--- src/tjpc_delay.sv ---
// Register delay line for words that ride alongside the arithmetic units.
// Uses nothing from the package.
module tjpc_delay #(
   parameter int WIDTH = 8,
   parameter int DEPTH = 1
) (
   input  logic             clock,
   input  logic             reset,
   input  logic [WIDTH-1:0] d,
   output logic [WIDTH-1:0] q
);

   logic [WIDTH-1:0] data_ff [DEPTH];

   always_ff @(posedge clock) begin
      if (reset) begin
         for (int i = 0; i < DEPTH; i++) begin
            data_ff[i] <= '0;
         end
      end else begin
         data_ff[0] <= d;
         for (int i = 1; i < DEPTH; i++) begin
            data_ff[i] <= data_ff[i-1];
         end
      end
   end

   assign q = data_ff[DEPTH-1];

endmodule

--- config.mk ---
export PLATFORM = sky130hd
export DESIGN_NAME = tjpc_delay
export DESIGN_NICKNAME = d
export VERILOG_FILES = /design/src/tjpc_delay.sv
export SDC_FILE = /design/constraint.sdc
export NUM_CORES = 1
export LEC_CHECK = 0
export ABC_AREA = 1
export BUFFER_PORTS_ARGS = -buffer_cell sky130_fd_sc_hd__buf_2
export CAP_MARGIN = 20
export CORE_AREA = 2 2 39 41
export CTS_CLUSTER_DIAMETER = 60
export DETAILED_ROUTE_END_ITERATION = 8
export DIE_AREA = 0 0 41 43
export SYNTH_ARGS = -nofsm -noshare
export SYNTH_HDL_FRONTEND = slang
export SYNTH_SLANG_ARGS = --single-unit
--- constraint.sdc ---
create_clock -name clock -period 0.8 [get_ports clock]
set_input_delay 0.16 -clock clock [delete_from_list [all_inputs] [get_ports clock]]
set_output_delay 0.16 -clock clock [all_outputs]
set_load 0.01 [all_outputs]
==> impl_metrics.json <==
{
  "outcome": "finished with violations",
  "violations": "negative setup slack",
  "place.gp.congestion": 0.528,
  "rsz0062_at_grt": "yes",
  "crit_type": "reg -> out",
  "worst_pin_slew_ps": 138,
  "drc_errors": 0,
  "cts_tree": "yes",
  "gr-usage-all-layers_pct": 5.24,
  "vias": 191,
  "hold_violations": 0,
  "first_global_vias": 151,
  "max_slew_margin_pct": 90.8,
  "slowest_delay_ps": 300,
  "whs_ps": 112,
  "fmax_mhz": 1210,
  "core-area_sq_um": 1380,
  "placed_cells": 57,
  "grt_antenna_before_repair": 0,
  "initial_core_util_pct": 16.7,
  "drt_iter0_markers": 0,
  "avgViaCountPerCell": 3.18,
  "syn_avg_cell_area_sq_um": 9.26,
  "cts.path.max_buffers": 2,
  "critPathCaptureType": "primary output",
  "worst_slack_ps": -27.8,
  "leakage_nw": 0.212,
  "ios": 18,
  "largest_register_ffs": 8,
  "drv_cap": 0,
  "grt_max_degree": 9,
  "clock-sinks": 8,
  "setup_viol": 8,
  "ys_warn_count": 0,
  "drt-total-wl_um": 393,
  "synthToLayoutAreaGrowth_pct": 50.3,
  "cts_max_level": 1,
  "cp_max_fo": 1,
  "drive_above_1_share_pct": 45.5,
  "syn_inst": 25,
  "cts_root_buffer": "clkbuf_4",
  "power.density_nw_per_um2": 2280,
  "cp.required_ps": 640,
  "diodes": 0,
  "startpoint_type": "register",
  "final_cell_mix": "buf_2 (17), inv_1 (8), nor2_1 (8), dfxtp_1 (8), clkbuf_4 (3)",
  "row_count": 14,
  "biggestRegsByFlops": "data_ff x8",
  "wl_met3_um": 45,
  "die_y_um": 43,
  "drv_slew": 0,
  "power_w": 0.000793,
  "post-route-util_pct": 25.1,
  "portBuffers": 17,
  "grt_pass1_wl_um": 552,
  "final_common_cell": "buf_2",
  "multi_input_area_sq_um": 30.0,
  "routedLengthMet1_um": 138,
  "ir_drop_v": 0.000579,
  "routed-wl-met2_um": 209,
  "ys_seq_elements": 8,
  "regMostFlops": "data_ff",
  "cp.arrival_ps": 670,
  "regArea_sq_um": 160,
  "hp-class": "in -> reg",
  "ant_nets": 0,
  "crit_buf_inv": 1,
  "critical-path-top-delay-family": "flip-flops",
  "worstPathCellList": "buf_2",
  "post-cts-setup-buffers": 0,
  "clk_pin_slew_ps": 50,
  "cp_slowest_cell": "dfxtp_1",
  "min_period_ps": 828,
  "routed.top_layer": "met3",
  "ys_seq_area_share_pct": 69.2,
  "post-route-period-util_pct": 103,
  "fillCellCount": 163,
  "syn-cell-area_sq_um": 231,
  "die-area_sq_um": 1760,
  "drt_first_pass_iters": 1,
  "fin_cells": 60,
  "die_w_um": 41,
  "syn_nets": 35,
  "synth_cell_types": 4,
  "cts_buffers": 3,
  "overflow": 0,
  "drt-wirelength-per-cell_um": 6.55,
  "fin_setup_tns_ps": -164,
  "nets": 56
}
final cells by class:
class                           instances  share of cell area, %
Sequential cell                         8                   46.0
Timing Repair Buffer                   17                   24.5
Tap cell                               16                   5.76
Multi-Input combinational cell          8                   8.63
Clock buffer                            3                   6.47
Inverter                                8                   8.63
layer usage:
layer / up-vias / global-route usage (%)
met3: 0 / 3.14
li1: 105 / -
met5: - / 0
met4: 0 / 6.00
met1: 76 / 5.21
met2: 10 / 6.56
per-stage QoR:
stage | worst slack [ps] | cell area [sq um]
floorplan | 309 | 231
global placement | 238 | 325
detailed placement | 231 | 325
CTS | -43.3 | 348
global route | -61.8 | 348
finish | -27.8 | 348
timing repair:
| item | 4_1_cts | 5_1_grt |
|---|---|---|
| hold buffers | 0 | 0 |
| setup endpoints to repair | 8 | 8 |
| gates resized for setup | 0 | 0 |
| cloned | 0 | 0 |
| pin swaps | 0 | 0 |
cells in the mapped netlist, drive strengths merged:
master	count	area share (%)
nor2	8	13
inv	8	13
buf	1	4.9
dfxtp	8	69
final timing paths:
path                                startpoint                       end  slack, ps  cells past startpoint
worst max-delay path  data_ff[0][3]$_SDFF_PP0_                      q[3]        -30                      1
worst min-delay path                      d[2]  data_ff[0][2]$_SDFF_PP0_        110                      3
where the power goes:
| group | leakage, nW | switching [W] | internal (W) |
|---|---|---|---|
| logic | 0.132 | 0.0000362 | 0.0000365 |
| clock network | 0.0138 | 0.000126 | 0.000171 |
| registers | 0.0667 | 0.00000367 | 0.000420 |
| total | 0.212 | 0.000166 | 0.000628 |
cell families after synthesis:
group                  after synthesis  synth area share [%]
buffers and inverters                9                  17.8
flip-flops                           8                  69.2
AND/OR/NAND/NOR                      8                  13.0
No activity file was read; power rests on OpenSTA's default activity.
