[src/tjpc_pkg.sv]
// Shared constants, register index codes and the arctangent step table
// for the touch joystick polar clamp. No dependencies.
package tjpc_pkg;

   localparam int COORD_BITS_DEF   = 12;
   localparam int CORDIC_STEPS_DEF = 16;

   localparam int CX_W     = 12;
   localparam int R_W      = 11;
   localparam int R_RESET  = 64;
   localparam int CSR_ADDR_W = 4;
   localparam int CSR_DATA_W = 32;

   localparam int ANG_TAB_LEN = 24;
   localparam int ANG_W       = 18;
   localparam int ANG_MAX     = 32767;
   localparam int ANG_MIN     = -32768;
   localparam int ANG_QUARTER = 16384;

   localparam int DIR_W      = 16;
   localparam int DIR_FRAC   = 14;
   localparam int DIR_ONE    = 16384;
   localparam int ROUND_HALF = 8192;
   localparam int ANGLE_W    = 16;
   localparam int DRIVE_W    = 16;
   localparam int THUMB_W    = 14;

   localparam int QUOT_W = 16;
   localparam int RAD_W  = 64;
   localparam int ROOT_W = 32;

   typedef enum logic [1:0] {
      CSR_CENTER_X = 2'd0,
      CSR_CENTER_Y = 2'd1,
      CSR_RADIUS   = 2'd2
   } csr_index_type;

   // atan(2^-i) with pi = 32768
   function automatic logic signed [ANG_W-1:0] ang_step(input int idx);
      case (idx)
         0: begin
            ang_step = 18'sd8192;
         end
         1: begin
            ang_step = 18'sd4836;
         end
         2: begin
            ang_step = 18'sd2555;
         end
         3: begin
            ang_step = 18'sd1297;
         end
         4: begin
            ang_step = 18'sd651;
         end
         5: begin
            ang_step = 18'sd326;
         end
         6: begin
            ang_step = 18'sd163;
         end
         7: begin
            ang_step = 18'sd81;
         end
         8: begin
            ang_step = 18'sd41;
         end
         9: begin
            ang_step = 18'sd20;
         end
         10: begin
            ang_step = 18'sd10;
         end
         11: begin
            ang_step = 18'sd5;
         end
         12: begin
            ang_step = 18'sd3;
         end
         13: begin
            ang_step = 18'sd1;
         end
         14: begin
            ang_step = 18'sd1;
         end
         default: begin
            ang_step = 18'sd0;
         end
      endcase
   endfunction

endpackage

[src/tjpc_cordic.sv]
// Pipelined vectoring CORDIC: angle of (dx, dy) from the y axis, pi = 32768.
// Quarter-turn pre-rotation stage then one micro-rotation per stage. Uses tjpc_pkg.
module tjpc_cordic #(
   parameter int IN_W  = 13,
   parameter int STEPS = 16
) (
   input  logic                              clock,
   input  logic signed [IN_W-1:0]            dx,
   input  logic signed [IN_W-1:0]            dy,
   output logic signed [tjpc_pkg::ANG_W-1:0] angle
);

   localparam int AW = tjpc_pkg::ANG_W;
   localparam int CW = IN_W + 18;

   logic signed [CW-1:0] x_ff [STEPS+1];
   logic signed [CW-1:0] y_ff [STEPS+1];
   logic signed [AW-1:0] z_ff [STEPS+1];

   logic signed [CW-1:0] xs, ys, x0_in, y0_in;
   logic signed [AW-1:0] z0_in;

   assign xs = CW'(dy) <<< 16;
   assign ys = CW'(dx) <<< 16;

   always_comb begin
      x0_in = xs;
      y0_in = ys;
      z0_in = '0;
      if (xs < 0) begin
         if (ys >= 0) begin
            x0_in = ys;
            y0_in = -xs;
            z0_in = AW'(tjpc_pkg::ANG_QUARTER);
         end else begin
            x0_in = -ys;
            y0_in = xs;
            z0_in = -AW'(tjpc_pkg::ANG_QUARTER);
         end
      end
   end

   always_ff @(posedge clock) begin
      x_ff[0] <= x0_in;
      y_ff[0] <= y0_in;
      z_ff[0] <= z0_in;
   end

   for (genvar k = 0; k < STEPS; k++) begin : g_step
      logic signed [CW-1:0] x_in, y_in;
      logic signed [AW-1:0] z_in;

      always_comb begin
         if (y_ff[k] >= 0) begin
            x_in = x_ff[k] + (y_ff[k] >>> k);
            y_in = y_ff[k] - (x_ff[k] >>> k);
            z_in = z_ff[k] + tjpc_pkg::ang_step(k);
         end else begin
            x_in = x_ff[k] - (y_ff[k] >>> k);
            y_in = y_ff[k] + (x_ff[k] >>> k);
            z_in = z_ff[k] - tjpc_pkg::ang_step(k);
         end
      end

      always_ff @(posedge clock) begin
         x_ff[k+1] <= x_in;
         y_ff[k+1] <= y_in;
         z_ff[k+1] <= z_in;
      end
   end

   assign angle = z_ff[STEPS];

endmodule
[config.mk]
export PLATFORM = sky130hd
export DESIGN_NAME = tjpc_cordic
export DESIGN_NICKNAME = d
export VERILOG_FILES = /design/src/tjpc_pkg.sv /design/src/tjpc_cordic.sv
export SDC_FILE = /design/constraint.sdc
export NUM_CORES = 2
export LEC_CHECK = 0
export BUFFER_PORTS_ARGS = -buffer_cell sky130_fd_sc_hd__buf_2
export CORE_ASPECT_RATIO = 2
export CORE_UTILIZATION = 60
export CTS_CLUSTER_SIZE = 28
export DETAILED_ROUTE_END_ITERATION = 10
export PLACE_DENSITY = 0.86
export SLEW_MARGIN = 10
export SYNTH_ARGS = -nofsm -noshare
export SYNTH_HDL_FRONTEND = slang
export SYNTH_SLANG_ARGS = --single-unit
[constraint.sdc]
create_clock -name clock -period 5.3 [get_ports clock]
set_input_delay 1.59 -clock clock [delete_from_list [all_inputs] [get_ports clock]]
set_output_delay 1.59 -clock clock [all_outputs]
set_load 0.01 [all_outputs]
==> impl_metrics.toml <==
[clocking]
ctsHoldBuffers = 0
postCtsSetupBuffers = 0
clkSinkCount = 943
clk_pin_slew_worst_paths_ns = 0.07
cts.htree.levels = 3
cts_made_buffers = 90
cts_tree = "done"
post_cts_resize_count = 0
root_buffer = "clkbuf_16"
ctsLongestPathBuffers = 3
clk_latency_ns = 0.74

[logic_synthesis]
ys.flop_type = "dfxtp_1"
synth.top_cell.area_share_pct = 27.7
yosysTopAreaCell = "dfxtp_1"
yosysUniqueCellTypes = 84
synth_edf_count = 0
syn_area_per_cell_um2 = 8.51
seq_area_frac_synth_pct = 27.7
synth.area.top_cells = "dfxtp_1 (28%), ha_1 (16%), xnor2_1 (9.8%)"
ys_ff_latch = 943
synth-simple-area-share_pct = 15.6
synth_top_family_by_area = "compound AO/OA/AOI/OAI gates"
synth_compound_area_share_pct = 21.2
synth.area.mux_share_pct = 0.367
synth_adder_area_share_pct = 17.2
ys_warn_count = 0
netlist_area_mm2 = 0.0683
synth_cells = 8025
synth-xor-area-share_pct = 15.0
synthArstFlopShare_pct = 0

[die]
rows = 174
die_h_um = 479
die-area_mm2 = 0.115
initial_core_util_pct = 60.7
chipWidth_um = 241
core_mm2 = 0.113
io_pins = 45

[detailed_routing]
dr.first_iter.drc_count = 3391
routedWlPerCell_um = 23.5
postRouteAntennaNets = 0
vias = 62200
remaining_drc_errors = 0
first_pass_iters = 9
via_per_inst = 6.33
routed_wl_um = 231000

[global_route]
grt_use_total_pct = 41.0
antenna_found_initial = 17
grt_max_degree = 56
grt_remaining_overflow = 0
grt_pass1_vias = 64700
grt_first_pass_wirelength_um = 360000

[sta]
rsz0062_at_grt = "no"
setup_viol_count_final = 0
slew_violations = 0
holdWs_ns = 0.328
post-route-min-period_ns = 5.27
tightest_slew_ns = 1.45
max_freq_mhz = 190
slew_headroom_pct = 2.63
hold_violations = 0
finalCritPeriodShare_pct = 99.5
final.setup_skew_ns = 0.0235
setup_tns_ns = 0

[worst_setup_path]
critPathArrivalTime_ns = 5.96
cp_common_cell = "or4_1"
critical-path-max-stage-delay_ns = 0.72
cp.required_ns = 5.98
cp-end-kind = "flip-flop"
cp_slowest_cell = "o31ai_1"
worstPathCellList = "or4_1, or4_1, o21ai_0, xor2_1, ha_1, nand2_1, a211oi_1, nor3_2, o31ai_1, a21oi_1, or4_1, a21o_1, nand3_1"
path_max_fanout = 6
crit_type = "reg2reg"
cp-start-kind = "flip-flop"

[finish]
layout_commonest_cell = "dfxtp_1"
layout_common_cells = "dfxtp_1 (934), ha_1 (881), xnor2_1 (755)"
drive_gt1_share_pct = 5.59
nets = 9176
area_growth_syn_to_layout_pct = 9.24

[job]
cap_violations = 0

[placed_design]
dp_hpwl_um = 179000
io_buffers = 43
gp_congestion = 1.07

[worst_hold_path]
hp-class = "reg2reg"

[status]
outcome = "finished clean"
## critical path: cells and delay by family (launching register included)
kind / cells / cell delay [ns]
flip-flops: 1 / 0.35
adder cells (fa/ha/maj): 1 / 0.24
XOR/XNOR: 1 / 0.61
AND/OR/NAND/NOR: 6 / 2.28
AO/OA/AOI/OAI: 5 / 1.73
## cell usage after synthesis, drive strengths merged (34+ instances only)
cell type and count:
a211oi 58, a21boi 42, a21o 241, a21oi 592, a31oi 67, and2 35
and3 63, clkbuf 112, dfxtp 943, fa 34, ha 881, inv 408
nand2 497, nand2b 126, nand3 180, nor2 614, nor2b 120, nor3 187
nor4 49, o211ai 34, o21a 119, o21ai 496, o21bai 97, o31ai 161
o41ai 74, or2 41, or3 121, or4 67, xnor2 763, xor2 403
## kinds of logic (layout without fill, tap and decap cells)
logic type | after synthesis | in the layout
fa+ha+maj | 916 | 916
compound gates | 2233 | 2233
simple gates | 2191 | 2191
mux | 24 | 24
flops | 943 | 943
buf+inv | 551 | 769
other cells | 1 | 80
xor+xnor | 1166 | 1166
## layout make-up
cell class              instances  area [um^2]
multi-input cells            6599        47700
fillers                      9268        38000
flip-flops and latches        943        18900
clock buffers                 124         2530
well taps                    1496         1870
inverters                     411         1540
repair buffers                189         1320
clock inverters                45          691
diodes                         11         27.5
## layer usage
layer	vias up	GRT usage (%)	part of all wire (%)
li1	29200	-	-
met1	29000	28.4	27
met2	2347	75.5	52
met3	1634	13.8	6.0
met4	20	50.6	15
met5	-	0.0427	0.074
## metrics by stage
step           std cells  worst slack [ns]  cell area [um^2]  utilization [%]
2_1_floorplan       8093              1.03             68500                -
3_3_place_gp        9636             0.422             71200             63.2
3_5_place_dp        9636             0.348             71200             63.2
4_1_cts             9805             0.348             74400             66.1
5_1_grt             9809           0.00541             74600             66.2
6_report            9818            0.0277             74600             66.3
## state kept, by name, indices dropped and copies added (netlist names)
name and flops:
y_ff 352, x_ff 344, z_ff 247
## worst paths after layout
check,from,to,slack (ns),depth (start not counted)
max,x_ff[0][420],y_ff[0][464],0.03,13
min,z_ff[0][276],z_ff[1][6],0.33,0
max reg2reg,x_ff[0][420],y_ff[0][464],0.03,13
min reg2reg,z_ff[0][276],z_ff[1][6],0.33,0
Power is left out: the tool's default activity adds up to more than one toggle a clock period on the data nets, which glitch-free logic cannot reach.
