<file path="src/tjpc_pkg.sv">
// Shared constants, register index codes and the arctangent step table
// for the touch joystick polar clamp. No dependencies.
package tjpc_pkg;

   localparam int COORD_BITS_DEF   = 12;
   localparam int CORDIC_STEPS_DEF = 16;

   localparam int CX_W     = 12;
   localparam int R_W      = 11;
   localparam int R_RESET  = 64;
   localparam int CSR_ADDR_W = 4;
   localparam int CSR_DATA_W = 32;

   localparam int ANG_TAB_LEN = 24;
   localparam int ANG_W       = 18;
   localparam int ANG_MAX     = 32767;
   localparam int ANG_MIN     = -32768;
   localparam int ANG_QUARTER = 16384;

   localparam int DIR_W      = 16;
   localparam int DIR_FRAC   = 14;
   localparam int DIR_ONE    = 16384;
   localparam int ROUND_HALF = 8192;
   localparam int ANGLE_W    = 16;
   localparam int DRIVE_W    = 16;
   localparam int THUMB_W    = 14;

   localparam int QUOT_W = 16;
   localparam int RAD_W  = 64;
   localparam int ROOT_W = 32;

   typedef enum logic [1:0] {
      CSR_CENTER_X = 2'd0,
      CSR_CENTER_Y = 2'd1,
      CSR_RADIUS   = 2'd2
   } csr_index_type;

   // atan(2^-i) with pi = 32768
   function automatic logic signed [ANG_W-1:0] ang_step(input int idx);
      case (idx)
         0: begin
            ang_step = 18'sd8192;
         end
         1: begin
            ang_step = 18'sd4836;
         end
         2: begin
            ang_step = 18'sd2555;
         end
         3: begin
            ang_step = 18'sd1297;
         end
         4: begin
            ang_step = 18'sd651;
         end
         5: begin
            ang_step = 18'sd326;
         end
         6: begin
            ang_step = 18'sd163;
         end
         7: begin
            ang_step = 18'sd81;
         end
         8: begin
            ang_step = 18'sd41;
         end
         9: begin
            ang_step = 18'sd20;
         end
         10: begin
            ang_step = 18'sd10;
         end
         11: begin
            ang_step = 18'sd5;
         end
         12: begin
            ang_step = 18'sd3;
         end
         13: begin
            ang_step = 18'sd1;
         end
         14: begin
            ang_step = 18'sd1;
         end
         default: begin
            ang_step = 18'sd0;
         end
      endcase
   endfunction

endpackage

</file>
<file path="src/tjpc_divider.sv">
// Pipelined restoring divider, one quotient bit per stage, with an
// overflow flag for quotients past QUOT_W bits. Depends on tjpc_pkg.
module tjpc_divider #(
   parameter int NUM_W = 64,
   parameter int DEN_W = 32
) (
   input  logic                        clock,
   input  logic [NUM_W-1:0]            num,
   input  logic [DEN_W-1:0]            den,
   output logic [tjpc_pkg::QUOT_W-1:0] quot,
   output logic                        ovf
);

   localparam int QB    = tjpc_pkg::QUOT_W;
   localparam int HI_W  = NUM_W - QB;
   localparam int CMP_W = (HI_W > DEN_W) ? HI_W : DEN_W;

   logic [DEN_W-1:0] rem_ff [QB+1];
   logic [DEN_W-1:0] den_ff [QB+1];
   logic [QB-1:0]    low_ff [QB+1];
   logic             ovf_ff [QB+1];

   always_ff @(posedge clock) begin
      ovf_ff[0] <= CMP_W'(num[NUM_W-1:QB]) >= CMP_W'(den);
      rem_ff[0] <= DEN_W'(num[NUM_W-1:QB]);
      low_ff[0] <= num[QB-1:0];
      den_ff[0] <= den;
   end

   for (genvar k = 0; k < QB; k++) begin : g_stage
      logic [DEN_W:0]   cand;
      logic             take;
      logic [DEN_W-1:0] rem_in;
      logic [QB-1:0]    low_in;

      assign cand   = {rem_ff[k], low_ff[k][QB-1]};
      assign take   = cand >= {1'b0, den_ff[k]};
      assign rem_in = take ? DEN_W'(cand - {1'b0, den_ff[k]}) : DEN_W'(cand);
      assign low_in = {low_ff[k][QB-2:0], take};

      always_ff @(posedge clock) begin
         rem_ff[k+1] <= rem_in;
         den_ff[k+1] <= den_ff[k];
         low_ff[k+1] <= low_in;
         ovf_ff[k+1] <= ovf_ff[k];
      end
   end

   assign quot = low_ff[QB];
   assign ovf  = ovf_ff[QB];

endmodule

</file>
<file path="config.mk">
export PLATFORM = sky130hd
export DESIGN_NAME = tjpc_divider
export DESIGN_NICKNAME = d
export VERILOG_FILES = /design/src/tjpc_pkg.sv /design/src/tjpc_divider.sv
export SDC_FILE = /design/constraint.sdc
export NUM_CORES = 2
export LEC_CHECK = 0
export ABC_AREA = 1
export ABC_CLOCK_PERIOD_IN_PS = 3350
export BUFFER_PORTS_ARGS = -buffer_cell sky130_fd_sc_hd__buf_4
export CAP_MARGIN = 40
export CORE_ASPECT_RATIO = 2
export CORE_MARGIN = 2
export CORE_UTILIZATION = 33
export DETAILED_ROUTE_END_ITERATION = 12
export PLACE_DENSITY = 0.49
export SETUP_SLACK_MARGIN = 0.3
export SLEW_MARGIN = 10
export SYNTH_ARGS = -nofsm -noshare
export SYNTH_HDL_FRONTEND = slang
export SYNTH_SLANG_ARGS = --single-unit
</file>
<file path="constraint.sdc">
create_clock -name clock -period 3.35 [get_ports clock]
set_input_delay 0.67 -clock clock [delete_from_list [all_inputs] [get_ports clock]]
set_output_delay 0.67 -clock clock [all_outputs]
set_load 0.01 [all_outputs]
</file>
==> impl_table.tex <==
\begin{tabular}{lr}
\hline
Metric & Value \\
\hline
\multicolumn{2}{l}{\textbf{Status}} \\
\quad Outcome & finished, final reports clean \\
\multicolumn{2}{l}{\textbf{Final layout}} \\
\quad Fraction of the core area covered by cells at the end of the flow & 0.375 \\
\quad Ratio of cells with drive above 1 in the final layout & 0.0626 \\
\quad Nets & 12,400 \\
\quad Total of fill cells in the finished design & $\sim$25,000 \\
\quad Layout area overhead & 13.4\% \\
\quad Final instance area & roughly 0.085 mm2 \\
\multicolumn{2}{l}{\textbf{Timing}} \\
\quad Slew of the pin with the lowest slew margin & slightly below 0.8 ns \\
\quad Final worst path period need & just under 3 ns \\
\quad Fmax & 341 MHz \\
\quad Max-Slew Margin vs Limit & 0.485 \\
\quad Final sum of negative setup slack & 0 ns \\
\quad Final Setup Violations & 0 \\
\quad Max-slew violation count & 0 \\
\quad Setup skew after layout & 0.0679 ns \\
\quad Fraction of the cycle the final worst path needs & 0.876 \\
\quad Unrepaired setup endpoints after global routing & yes \\
\quad Number of failing hold endpoints at the final stage & 0 \\
\multicolumn{2}{l}{\textbf{GRT}} \\
\quad Total routing resource utilization after global routing & 0.222 \\
\quad Antenna violations before repair & 10 \\
\quad Wire length of the first global-routing pass & a little under 400,000 um \\
\quad Total congestion overflow after global routing & 0 \\
\quad Vias in the first global route & approximately 63,000 \\
\quad Pin count of the biggest net entering global routing & 36 \\
\multicolumn{2}{l}{\textbf{Yosys}} \\
\quad Post-synthesis area per instance & 6.55 um2 \\
\quad Number of synthesized flops with an enable pin & 0 \\
\quad FF+latch count, synth & about 1,300 \\
\quad Library cell with the highest instance count after synthesis & sky130\_fd\_sc\_hd\_\_nand2\_1 \\
\quad Async S/R FF share, synth & 0 \\
\quad Xor-xnor portion of the synthesized cell area & 0.0244 \\
\quad Total of warnings raised by yosys & 0 \\
\quad Compound-Gate Fraction of Synth Area & 0.0268 \\
\quad Multiplexer fraction of the synthesized cell area & 0 \\
\quad Net count after synthesis & approximately 12,000 \\
\quad Most area-consuming cells after synthesis & sky130\_fd\_sc\_hd\_\_dfxtp\_1 (35\%), sky130\_fd\_sc\_hd\_\_nand2\_1 (22\%), sky130\_fd\_sc\_hd\_\_inv\_1 (12\%) \\
\quad Most frequent cells after synthesis & sky130\_fd\_sc\_hd\_\_nand2\_1 (4,353), sky130\_fd\_sc\_hd\_\_inv\_1 (2,392), sky130\_fd\_sc\_hd\_\_dfxtp\_1 (1,313) \\
\quad Dominant synthesized flop cell & sky130\_fd\_sc\_hd\_\_dfxtp\_1 \\
\quad Unique masters post-synth & 37 \\
\quad Portion of the post-synthesis area used by sequential elements & 0.349 \\
\quad Post-Synth Adder-Cell Area & 0.0944 \\
\quad Post-synth top area cell & sky130\_fd\_sc\_hd\_\_dfxtp\_1 \\
\quad Synthesized-area fraction occupied by and/or/nand/nor cells & 0.371 \\
\quad Area of the mapped netlist & roughly 0.075 mm2 \\
\quad Largest family of logic cells by synthesized area & simple AND/OR/NAND/NOR gates \\
\quad Post-Synthesis Cells & roughly 11,000 \\
\quad Area share of the leading cell type in the synthesized netlist & 0.349 \\
\multicolumn{2}{l}{\textbf{Detailed routing}} \\
\quad Antenna Nets Post-Route & 0 \\
\quad Mean routed wirelength per cell & 17.6 um \\
\quad Drt initial violations & 6,513 \\
\quad Final routed DRC violation total & 0 \\
\quad Routed WL & between 200,000 and 300,000 um \\
\quad Total via count in the routed design & just under 70,000 \\
\quad Average via count per standard cell & between 4 and 5 \\
\quad Number of iterations in the first detailed-routing pass & 7 \\
\multicolumn{2}{l}{\textbf{Worst hold path}} \\
\quad Number of cells traversed by the worst hold path & 6 \\
\quad Hold Path End & ovf\_ff[0][0] \\
\quad Launch instance of the worst min-delay path & num[52] \\
\quad Hold/Removal Path Class & input port to register \\
\multicolumn{2}{l}{\textbf{Floorplan}} \\
\quad Initial core utilization & 0.331 \\
\quad Die outline area & $\sim$0.23 mm2 \\
\quad Std cell rows & about 250 \\
\quad Die Height & 679 um \\
\quad Core footprint & approximately 0.23 mm2 \\
\quad Width of the die & 342 um \\
\quad I/O pin count & about 110 \\
\multicolumn{2}{l}{\textbf{Clock tree}} \\
\quad Root buffer cell & sky130\_fd\_sc\_hd\_\_clkbuf\_16 \\
\quad Clock insertion delay at the later pin of the skew report & 0.85 ns \\
\quad Clock H-tree levels & 4 \\
\quad Max Buffers Root-to-Sink & 4 \\
\quad Sinks on Clock Net & between 1,000 and 1,500 \\
\quad Number of buffers inserted during clock tree synthesis & roughly 150 \\
\quad Clock-pin slew on the worst setup and hold paths & around 0.070 ns \\
\quad CTS tree & yes \\
\multicolumn{2}{l}{\textbf{Placed design}} \\
\quad Post-detailed-placement half-perimeter wirelength & about 210,000 um \\
\quad Post-detailed-placement cell area & 0.0794 mm2 \\
\quad Count of buffers inserted at the top-level ports & 113 \\
\quad Weighted congestion reported at the end of routability-driven placement & about 0.93 \\
\multicolumn{2}{l}{\textbf{Power}} \\
\quad Overall Power & between 80 and 90 mW \\
\quad Power density over the cells & 1020 mW/mm2 \\
\quad Worst VDD drop & about 0.47 mV \\
\quad Leakage Power & a little under 50 nW \\
\multicolumn{2}{l}{\textbf{Worst setup path}} \\
\quad Data required, critical path & $\sim$4.1 ns \\
\quad Kind of start point of the critical path & register \\
\quad Max FO, Critical Path & 22 \\
\quad Cell chain of the critical path & inv\_1, ha\_1, nand2\_1, nor2\_2, inv\_1, nor2\_2, inv\_1, nor3\_4, nand2\_4, nand2\_4, buf\_12, nand2\_1, nand2\_1 \\
\quad Data arrival time of the critical path & $\sim$3.7 ns \\
\quad Type of the worst setup path & register to register \\
\quad Reg-to-reg critical path endpoint & rem\_ff[0][399] \\
\quad Crit-path max cell delay & about 0.50 ns \\
\quad CP max stage cell & sky130\_fd\_sc\_hd\_\_ha\_1 \\
\quad Logic depth of the worst register-to-register path & 13 \\
\quad Setup slack on the worst flop-to-flop path & 0.41 ns \\
\quad Category of the worst setup path capture point & register \\
\quad Startpoint of the worst-slack reg-to-reg timing path & den\_ff[0][373] \\
\multicolumn{2}{l}{\textbf{Job}} \\
\quad Max\_cap viols & 0 \\
\hline
\end{tabular}
## per-layer routing
metal,GRT usage,vias to the layer above,part of all wire
met5,0.00231,-,0.00037
met4,0.0496,6,0.021
met3,0.0480,272,0.089
met2,0.303,2108,0.38
met1,0.346,30600,0.51
li1,-,35100,-
## how the worst max path moves through the flow
stage	startpoint	endpoint	slack, ns	cells after the start
2_1_floorplan	den_ff[0][228]	rem_ff[0][278]	1.56	14
3_3_place_gp	den_ff[0][322]	low_ff[11][0]	0.31	11
3_5_place_dp	den_ff[0][373]	rem_ff[0][399]	0.48	13
4_1_cts	den_ff[0][377]	rem_ff[0][397]	0.45	14
5_1_grt	den_ff[0][274]	rem_ff[0][301]	0.29	15
6_report	den_ff[0][373]	rem_ff[0][399]	0.41	13
## placed cells by master, fill, tap and decap left out, types with 10 or more instances in the layout
cell / instances
sky130_fd_sc_hd__nand2_2: 65
sky130_fd_sc_hd__nor2_1: 613
sky130_fd_sc_hd__dlygate4sd3_1: 80
sky130_fd_sc_hd__o21ai_0: 29
sky130_fd_sc_hd__a21oi_1: 323
sky130_fd_sc_hd__clkinvlp_4: 10
sky130_fd_sc_hd__dfxtp_1: 1313
sky130_fd_sc_hd__nor2_4: 15
sky130_fd_sc_hd__nand3_1: 866
sky130_fd_sc_hd__nand2_4: 34
sky130_fd_sc_hd__bufinv_16: 21
sky130_fd_sc_hd__xnor2_1: 18
sky130_fd_sc_hd__inv_1: 2392
sky130_fd_sc_hd__o21bai_1: 24
sky130_fd_sc_hd__nor3_2: 16
sky130_fd_sc_hd__nor2_2: 55
sky130_fd_sc_hd__clkinv_2: 13
sky130_fd_sc_hd__nand3b_1: 93
sky130_fd_sc_hd__ha_1: 544
sky130_fd_sc_hd__buf_4: 165
sky130_fd_sc_hd__nand4_1: 53
sky130_fd_sc_hd__nand3_2: 110
sky130_fd_sc_hd__clkbuf_8: 25
sky130_fd_sc_hd__nor3_1: 111
sky130_fd_sc_hd__xor2_1: 192
sky130_fd_sc_hd__nand2_1: 4353
sky130_fd_sc_hd__and2_1: 72
sky130_fd_sc_hd__clkbuf_1: 19
sky130_fd_sc_hd__fa_1: 15
sky130_fd_sc_hd__clkbuf_16: 150
## critical path, delay by kind of cell, from the launching register on
kind                       cells  cell delay (ns)
adders and majority gates      1             0.50
and+or+nand+nor                8             1.38
buffers and inverters          4             0.48
DFF                            1             0.47
## timing repair
item	in CTS	in global routing
hold endpoints to repair	80	0
buffers inserted	0	1
endpoints found under the setup margin	0	15
gates resized for setup	0	2
hold buffers	80	0
## logic make-up after synthesis
group,after synthesis
AOI/OAI and AO/OA,387
xor gates and xnor gates,210
adders and majority gates,559
buffers and inverters,2543
DFF,1313
and+or+nand+nor,6485
## registers in the layout (all words and copies together), names as in the netlist
signal	cells
ovf_ff	17
low_ff	272
den_ff	512
rem_ff	512
## power by group
group | switching (mW) | leakage [nW] | internal, mW | total, mW
sequential | 2.93 | 11.1 | 20.1 | 23.0
combinational | 32.3 | 35.4 | 14.8 | 47.2
clock | 6.94 | 2.47 | 10.4 | 17.3
## stage by stage
| stage | cells | worst slack (ns) | hold slack [ns] |
|---|---|---|---|
| after CTS | 14900 | 0.449 | 0.231 |
| after global placement | 14500 | 0.311 | 0.310 |
| final | 14900 | 0.415 | 0.296 |
| after global routing | 14900 | 0.294 | 0.302 |
| after floorplan | 11500 | 1.56 | 0.310 |
| after detailed placement | 14500 | 0.482 | 0.312 |
## cell type report
cell class	instances	area [um2]	share of cell area
clock inverters	59	923	0.0108
well taps	3000	3750	0.0440
repair buffers	256	2290	0.0268
multi-input cells	7642	38900	0.456
diodes	3	7.51	0.0000879
clock buffers	194	4170	0.0488
flip-flops and latches	1313	26300	0.308
inverters	2401	9010	0.106
(Power assumes the default switching activity.)
